File: src/rtl/core/fsg_pkg.sv
// shared types, codes and widths of the fire spread grid step unit
package fsg_pkg;

	// field widths
	localparam int ACTION_W = 2;
	localparam int ROW_W = 6;
	localparam int COL_W = 6;
	localparam int CELL_W = 2;
	localparam int COUNT_W = 13;
	localparam int DIM_W = 7;
	localparam int THR_W = 4;
	localparam int NB_W = 4;
	localparam int CFG_IDX_W = 2;
	localparam int CFG_DATA_W = 7;

	// grid size defaults
	localparam int DEF_MAX_ROWS = 64;
	localparam int DEF_MAX_COLS = 64;

	// action codes
	localparam logic [ACTION_W-1:0] ACT_WRITE = 2'd0;
	localparam logic [ACTION_W-1:0] ACT_ADVANCE = 2'd1;
	localparam logic [ACTION_W-1:0] ACT_READ = 2'd2;

	// cell codes
	localparam logic [CELL_W-1:0] CELL_CLEAR = 2'd0;
	localparam logic [CELL_W-1:0] CELL_FIRE = 2'd1;
	localparam logic [CELL_W-1:0] CELL_ASH = 2'd2;

	// register indexes
	localparam logic [CFG_IDX_W-1:0] REG_ROWS = 2'd0;
	localparam logic [CFG_IDX_W-1:0] REG_COLS = 2'd1;
	localparam logic [CFG_IDX_W-1:0] REG_THR = 2'd2;

	// register reset values
	localparam logic [DIM_W-1:0] ROWS_RST = 7'd64;
	localparam logic [DIM_W-1:0] COLS_RST = 7'd64;
	localparam logic [THR_W-1:0] THR_RST = 4'd2;

	// neighbour offset codes along one axis
	localparam logic [1:0] OFS_LO = 2'd0;
	localparam logic [1:0] OFS_MID = 2'd1;
	localparam logic [1:0] OFS_HI = 2'd2;

	// tag that travels with one grid read of the sweep
	typedef struct packed {
		logic valid;
		logic nb_ok;
		logic is_self;
		logic last;
	} tap_tag_t;

endpackage

File: src/rtl/core/fsg_eval.sv
// shared neighbour accumulate and next state unit of the sweep
module fsg_eval #(
	parameter int AW = 12
) (
	input  logic                         clk,
	input  logic                         arst_n,
	input  logic                         clr_cnt,
	input  fsg_pkg::tap_tag_t            tag,
	input  logic [AW-1:0]                cell_addr,
	input  logic [fsg_pkg::CELL_W-1:0]   rdata,
	input  logic [fsg_pkg::THR_W-1:0]    thr,
	output logic                         nx_we,
	output logic [AW-1:0]                nx_addr,
	output logic [fsg_pkg::CELL_W-1:0]   nx_data,
	output logic [fsg_pkg::COUNT_W-1:0]  count
);

	fsg_pkg::tap_tag_t tag_s1;
	logic [AW-1:0] addr_s1;
	logic [fsg_pkg::NB_W-1:0] acc_q;
	logic [fsg_pkg::CELL_W-1:0] self_q;
	logic [fsg_pkg::COUNT_W-1:0] count_q;
	logic hit;
	logic [fsg_pkg::NB_W-1:0] nb_sum;
	logic [fsg_pkg::CELL_W-1:0] new_val;

	// tag stage lines up with the ram read data
	always_ff @(posedge clk or negedge arst_n) begin
		if (!arst_n) begin
			tag_s1 <= '0;
		end else begin
			tag_s1 <= tag;
		end
	end

	always_ff @(posedge clk) begin
		addr_s1 <= cell_addr;
	end

	// neighbour count and generation rule
	always_comb begin
		hit = tag_s1.valid && tag_s1.nb_ok && (rdata == fsg_pkg::CELL_FIRE);
		nb_sum = acc_q + fsg_pkg::NB_W'(hit);
		if (self_q == fsg_pkg::CELL_FIRE) begin
			new_val = fsg_pkg::CELL_ASH;
		end else if (nb_sum >= thr) begin
			new_val = fsg_pkg::CELL_FIRE;
		end else begin
			new_val = self_q;
		end
	end

	assign nx_we = tag_s1.valid && tag_s1.last;
	assign nx_addr = addr_s1;
	assign nx_data = new_val;
	assign count = count_q;

	// accumulator, own cell value and saturating burning count
	always_ff @(posedge clk or negedge arst_n) begin
		if (!arst_n) begin
			acc_q <= '0;
			self_q <= fsg_pkg::CELL_CLEAR;
			count_q <= '0;
		end else begin
			if (tag_s1.valid) begin
				acc_q <= tag_s1.last ? '0 : nb_sum;
				if (tag_s1.is_self) begin
					self_q <= rdata;
				end
			end
			if (clr_cnt) begin
				count_q <= '0;
			end else if (nx_we && (new_val == fsg_pkg::CELL_FIRE) && (count_q != '1)) begin
				count_q <= count_q + 1'b1;
			end
		end
	end

endmodule

File: config.mk
export PLATFORM = sky130hd
export DESIGN_NAME = fsg_eval
export DESIGN_NICKNAME = d
export VERILOG_FILES = /design/src/rtl/core/fsg_pkg.sv /design/src/rtl/core/fsg_eval.sv
export SDC_FILE = /design/constraint.sdc
export NUM_CORES = 1
export LEC_CHECK = 0
export BUFFER_PORTS_ARGS = -buffer_cell sky130_fd_sc_hd__buf_4
export CAP_MARGIN = 20
export CORE_MARGIN = 2
export CORE_UTILIZATION = 45
export CTS_BUF_LIST = sky130_fd_sc_hd__clkbuf_4 sky130_fd_sc_hd__clkbuf_8 sky130_fd_sc_hd__clkbuf_16
export CTS_CLUSTER_DIAMETER = 30
export CTS_CLUSTER_SIZE = 24
export DETAILED_ROUTE_END_ITERATION = 8
export PLACE_DENSITY_LB_ADDON = 0.25
export SYNTH_ARGS = -nofsm -noshare
export SYNTH_HDL_FRONTEND = slang
export SYNTH_SLANG_ARGS = --single-unit
File: constraint.sdc
create_clock -name clk -period 7.6 [get_ports clk]
set_input_delay 1.14 -clock clk [delete_from_list [all_inputs] [get_ports clk]]
set_output_delay 1.14 -clock clk [all_outputs]
set_load 0.01 [all_outputs]
==> results.sh, run 1 <==
export IMPL_cp_max_fo=3
export IMPL_async_flop_share_pct=65.7
export IMPL_finalSetupViolations=0
export IMPL_layoutNonFillerInstCount=244
export IMPL_synth_most_common_cell="dfrtp_1"
export IMPL_die_width_microns=62.0
export IMPL_worst_pin_slew_ps=467
export IMPL_final_setup_tns_ps=0
export IMPL_status="finished, final reports clean"
export IMPL_fillers=281
export IMPL_slew_violations=0
export IMPL_dp_cells=235
export IMPL_synth_cell_type_count=33
export IMPL_cts_sinks=35
export IMPL_area_growth_pct=35.0
export IMPL_vias=1281
export IMPL_wl_per_cell_microns=12.7
export IMPL_hpwl_mm=2.29
export IMPL_cts_root_buf="clkbuf_4"
export IMPL_antenna_found_initial=0
export IMPL_rsz0062_at_grt="no"
export IMPL_finalCritPeriodShare_pct=56.5
export IMPL_worstPathArrival_ps=3150
export IMPL_min_period_ps=4290
export IMPL_cts_resized_gates=0
export IMPL_synth_edf_count=0
export IMPL_leakagePower_nw=0.925
export IMPL_route_detailed_drc=0
export IMPL_syn_area_sq_mm=0.00151
export IMPL_synth_area_top_cells="dfrtp_1 38%, dfxtp_1 16%, ha_1 5.8%"
export IMPL_viasPerCell=5.25
export IMPL_cts_setup_buffers=0
export IMPL_first_iter_violations=53
export IMPL_rows=21
export IMPL_path_class="in2out"
export IMPL_overflow=0
export IMPL_hold_class="reg2reg"
export IMPL_initial_core_util_pct=46.1
export IMPL_htreeDepth=2
export IMPL_wl_mm=3.10
export IMPL_n_antenna_cell=0
export IMPL_numPortBuffers=52
export IMPL_layout_drive_gt1_share_pct=35.4
export IMPL_cts_tree="done"
export IMPL_slew_limit_headroom_pct=68.6
export IMPL_cp_required_ps=6460
export IMPL_synth_top_area_share_pct=38.0
export IMPL_holdWs_ps=549
export IMPL_ys_warn_count=0
export IMPL_cts_hold_buf=0
export IMPL_finClkSkew_ps=16.7
export IMPL_yosysTopAreaCell="dfrtp_1"
export IMPL_ys_top_cells_by_count="23 x dfrtp_1, 13 x a21oi_1, 13 x inv_1"
export IMPL_clkTransAtPathRegs_ps=110
export IMPL_setup_ws_ps=3310
export IMPL_start_kind="input port"
export IMPL_coreArea_sq_mm=0.00328
export IMPL_grt_pass1_vias=1218
export IMPL_syn_num_nets=174
export IMPL_ys_flop_type="dfrtp_1"
export IMPL_cts_buffers=5
export IMPL_first_pass_iters=4
export IMPL_clockBufferDepth=2
export IMPL_dieArea_sq_mm=0.00384
export IMPL_power_density_mw_per_mm2=194
export IMPL_die_h_microns=62.0
export IMPL_gp_congestion=0.793
export IMPL_synth_seq_area_share_pct=53.9
export IMPL_io_pins=53
export IMPL_synth_seq_cells=35
export IMPL_dp_slack_ps=3330
export IMPL_grt_max_degree=25
export IMPL_syn_inst=142
export IMPL_postSynthAreaPerCell_sq_um=10.7
export IMPL_grtUsageTotal_pct=17.8
export IMPL_crit_path_end_kind="output port"
export IMPL_fmax_mhz=233
export IMPL_drtAntennaViolNets=0
export IMPL_ir_drop_v=0.000202
export IMPL_nets=229
export IMPL_grt_pass1_wl_mm=4.91
export IMPL_finalHoldViolCount=0
export IMPL_maxCapViolCount=0
export IMPL_clk_latency_ps=330
worst paths after layout:
path	start	endpoint	slack, ps	cells after the start
worst max-delay path	rdata[1]	nx_data[0]	3310	11
worst min-delay path	acc_q[0]	acc_q[0]	550	2
worst max register to register	tag_s1[3]	count[4]	4610	10
worst min register to register	acc_q[0]	acc_q[0]	550	2
max in group asynchronous	arst_n	count[0]	6690	1
min in group asynchronous	arst_n	count[8]	670	1
flip-flops by register name, summed over array words and instances (netlist names):
register	flops
self_q	2
tag_s1	4
nx_addr	12
count	13
acc_q	4
logic make-up after synthesis:
family / after synthesis / synth area share [%]
simple gates: 42 / 16.4
flops: 35 / 53.9
compound gates: 34 / 14.6
buf+inv: 18 / 5.13
fa+ha+maj: 7 / 5.79
mux: 4 / 2.98
xor+xnor: 2 / 1.16
per-layer routing:
metal  share of wire [%]  wire, microns  track usage, %
met1                  41           1260            19.2
met2                  51           1580            30.5
met3                 7.4            228            8.07
met4                 1.3             40            6.69
met5                   0              0               0
layout by cell type (no fill, tap or decap), types with 3 or more instances in the layout:
cell,synthesis,layout
a21oi_1,13,13
nand3b_1,3,3
mux2_2,4,4
nand2_1,9,9
buf_4,0,52
or4_1,9,9
o21ai_0,6,6
o31ai_1,6,6
nand3_1,6,6
nor2_1,5,5
inv_1,13,13
dfxtp_1,12,12
clkbuf_4,0,5
dfrtp_1,23,23
ha_1,7,7
metrics by stage:
step           util (%)  total power (W)  cell area (sq um)
6_report           62.2         0.000396               2040
5_1_grt            62.2         0.000414               2040
4_1_cts            62.0         0.000402               2040
3_5_place_dp       58.8         0.000236               1930
3_3_place_gp       58.8         0.000234               1930
2_1_floorplan         -         0.000213               1510
final cells by class:
| class | instances | area [sq um] | share of cell area [%] |
|---|---|---|---|
| Clock buffer | 5 | 37.5 | 1.84 |
| Clock inverter | 3 | 67.6 | 3.31 |
| Inverter | 13 | 48.8 | 2.39 |
| Multi-Input combinational cell | 89 | 619 | 30.3 |
| Sequential cell | 35 | 816 | 40.0 |
| Tap cell | 46 | 57.6 | 2.82 |
| Timing Repair Buffer | 53 | 395 | 19.4 |
critical path, stage by stage:
cell     delay [ps]
buf_4           110
and4b_1         240
ha_1            160
ha_1            200
xor2_1          180
ha_1            250
o21a_1          160
nor2_1          190
a21oi_1          90
mux2_2          280
buf_4           140
power by group:
part	internal, W	total (W)	switching [W]	leakage, nW
clock	0.000102	0.000165	0.0000631	0.0514
sequential	0.000192	0.000196	0.00000422	0.409
combinational	0.0000201	0.0000351	0.0000150	0.465
No activity file was read; power rests on OpenSTA's default activity.
==> run 2, diff against run 1 <==
--- a/config.mk
+++ b/config.mk
@@ -8,7 +8,7 @@
 export BUFFER_PORTS_ARGS = -buffer_cell sky130_fd_sc_hd__buf_4
 export CAP_MARGIN = 20
 export CORE_MARGIN = 2
-export CORE_UTILIZATION = 45
+export CORE_UTILIZATION = 44
 export CTS_BUF_LIST = sky130_fd_sc_hd__clkbuf_4 sky130_fd_sc_hd__clkbuf_8 sky130_fd_sc_hd__clkbuf_16
 export CTS_CLUSTER_DIAMETER = 30
 export CTS_CLUSTER_SIZE = 24
==> constraint.sdc (replaced) <==
create_clock -name clk -period 3.7 [get_ports clk]
set_input_delay 0.555 -clock clk [delete_from_list [all_inputs] [get_ports clk]]
set_output_delay 0.555 -clock clk [all_outputs]
set_load 0.01 [all_outputs]
==> results.sh, run 2 (synthesis gave the netlist of run 1 again) <==
export IMPL_top_usage_layer="met2"
export IMPL_numPortBuffers=52
export IMPL_final_area_sq_mm=0.00200
export IMPL_clkTransAtPathRegs_ps=120
export IMPL_slew_limit_headroom_pct=78.1
export IMPL_vias=1258
export IMPL_dieArea_sq_mm=0.00392
export IMPL_slew_violations=0
export IMPL_coreArea_sq_mm=0.00331
export IMPL_cp_top_family="adder cells"
export IMPL_grt_pass1_wl_mm=5.44
export IMPL_viasPerCell=5.16
export IMPL_grt_pass1_vias=1237
export IMPL_ir_drop_v=0.000368
export IMPL_largest_reg_flops=13
export IMPL_total_power_w=0.000692
export IMPL_wl_per_cell_microns=12.9
export IMPL_clockPowerShare_pct=31.4
export IMPL_finClkSkew_ps=11.4
export IMPL_swShare_pct=26.1
export IMPL_start_kind="flip-flop"
export IMPL_layoutNonFillerInstCount=244
export IMPL_cts_tree="done"
export IMPL_leakagePower_nw=0.901
export IMPL_die_width_microns=62.6
export IMPL_maxCapViolCount=0
export IMPL_dp_cells=235
export IMPL_die_h_microns=62.6
export IMPL_crit_buf_inv=1
export IMPL_power_density_mw_per_mm2=346
export IMPL_io_pins=53
export IMPL_min_period_ps=3350
export IMPL_nets=229
export IMPL_cts_hold_buf=0
export IMPL_cp_required_ps=3140
export IMPL_rows=21
export IMPL_htreeDepth=2
export IMPL_cp_slowest_stage_delay_ps=520
export IMPL_crit_top_cell="ha_1"
export IMPL_initial_core_util_pct=45.7
export IMPL_fmax_mhz=299
export IMPL_antenna_found_initial=0
export IMPL_cts_sinks=35
export IMPL_pwr_share_comb_pct=10.4
export IMPL_first_pass_iters=4
export IMPL_sequentialPowerShare_pct=58.2
export IMPL_finalSetupViolations=0
export IMPL_grt_max_degree=25
export IMPL_crit_path_end_kind="output port"
export IMPL_hold_class="in2async"
export IMPL_n_antenna_cell=0
export IMPL_p_sw_w=0.000181
export IMPL_route_detailed_drc=0
export IMPL_grt_use_met1_pct=19.9
export IMPL_cts_setup_buffers=0
export IMPL_internal_power_w=0.000511
export IMPL_gp_congestion=0.804
export IMPL_clk_latency_ps=340
export IMPL_clockBufferDepth=2
export IMPL_postPlaceCellArea_sq_mm=0.00193
export IMPL_worstPathArrival_ps=2790
export IMPL_final_setup_tns_ps=0
export IMPL_layout_drive_gt1_share_pct=35.4
export IMPL_wl_mm=3.15
export IMPL_grtUsageTotal_pct=17.7
export IMPL_finalHoldViolCount=0
export IMPL_cts_root_buf="clkbuf_4"
export IMPL_path_class="reg2out"
export IMPL_grt_use_met3_pct=7.93
export IMPL_finalCritPeriodShare_pct=90.5
export IMPL_fillers=312
export IMPL_area_growth_pct=32.3
export IMPL_final_common_cell="buf_4"
export IMPL_rsz0062_at_grt="no"
export IMPL_drtAntennaViolNets=0
export IMPL_final_cell_mix="53 x buf_4, 23 x dfrtp_1, 13 x inv_1, 13 x a21oi_1, 12 x dfxtp_1"
export IMPL_cp_max_fo=11
export IMPL_hpwl_mm=2.27
export IMPL_status="finished, final reports clean"
export IMPL_overflow=0
export IMPL_first_iter_violations=42
export IMPL_worst_pin_slew_ps=329
export IMPL_cts_resized_gates=0
export IMPL_cts_buffers=5
export IMPL_grt_util_met2_pct=29.4
export IMPL_crit_chain="and4b_1, ha_1, ha_1, xor2_1, ha_1, o21a_1, nor2_1, a21oi_1, mux2_2, buf_4"
export IMPL_slowest_stage="dfrtp_1"
[run 2: changes by cell type in the layout (fill, tap and decap cells not counted), sizes merged]
cell and change:
inv +1, clkinvlp +1, bufinv -2
[run 2: layout make-up]
type | count | area, sq um | area share [%]
clock inverters | 3 | 23.8 | 1.19
flip-flops and latches | 35 | 816 | 40.8
multi-input cells | 89 | 619 | 31.0
repair buffers | 53 | 398 | 19.9
inverters | 13 | 48.8 | 2.44
well taps | 46 | 57.6 | 2.88
clock buffers | 5 | 37.5 | 1.88
[run 2: worst reg2reg max path, delay by kind of cell, from the launching register on]
kind                       cells  cell delay, ps
DFF                            1             520
xor gates and xnor gates       1             160
AOI/OAI and AO/OA              3             670
and+or+nand+nor                3             870
adders and majority gates      3             690
[run 2: through the flow]
| step | hold WS, ps | utilization, % | setup slack, ps |
|---|---|---|---|
| global route | 77.2 | 60.4 | 164 |
| global placement | 461 | 58.4 | 692 |
| CTS | 74.1 | 60.2 | 342 |
| detailed placement | 465 | 58.4 | 636 |
| floorplan | 259 | - | 823 |
| finish | 76.2 | 60.4 | 352 |
[run 2: worst paths after layout]
path,start,to,slack (ps),cells past startpoint
worst min register to register,acc_q[3],acc_q[3],550,2
min in group clk,cell_addr[2],nx_addr[2],300,1
worst min-delay path,arst_n,count[8],80,1
max in group asynchronous,arst_n,count[4],3390,1
worst max register to register,tag_s1[3],count[4],720,10
worst max-delay path,tag_s1[3],nx_data[0],350,10
[run 2: power groups by stage]
stage | Clock, W | Combinational, W | Sequential, W
floorplan | 0 | 0.0000255 | 0.000411
global placement | 0 | 0.0000716 | 0.000409
detailed placement | 0 | 0.0000738 | 0.000410
CTS | 0.000226 | 0.0000738 | 0.000402
global route | 0.000243 | 0.0000802 | 0.000405
finish | 0.000217 | 0.0000721 | 0.000403
[run 2: layer usage]
layer	vias to the layer above	share of wire (%)
met5	-	0
met4	0	0.48
met3	2	8.9
met2	52	50
met1	585	41
li1	619	-
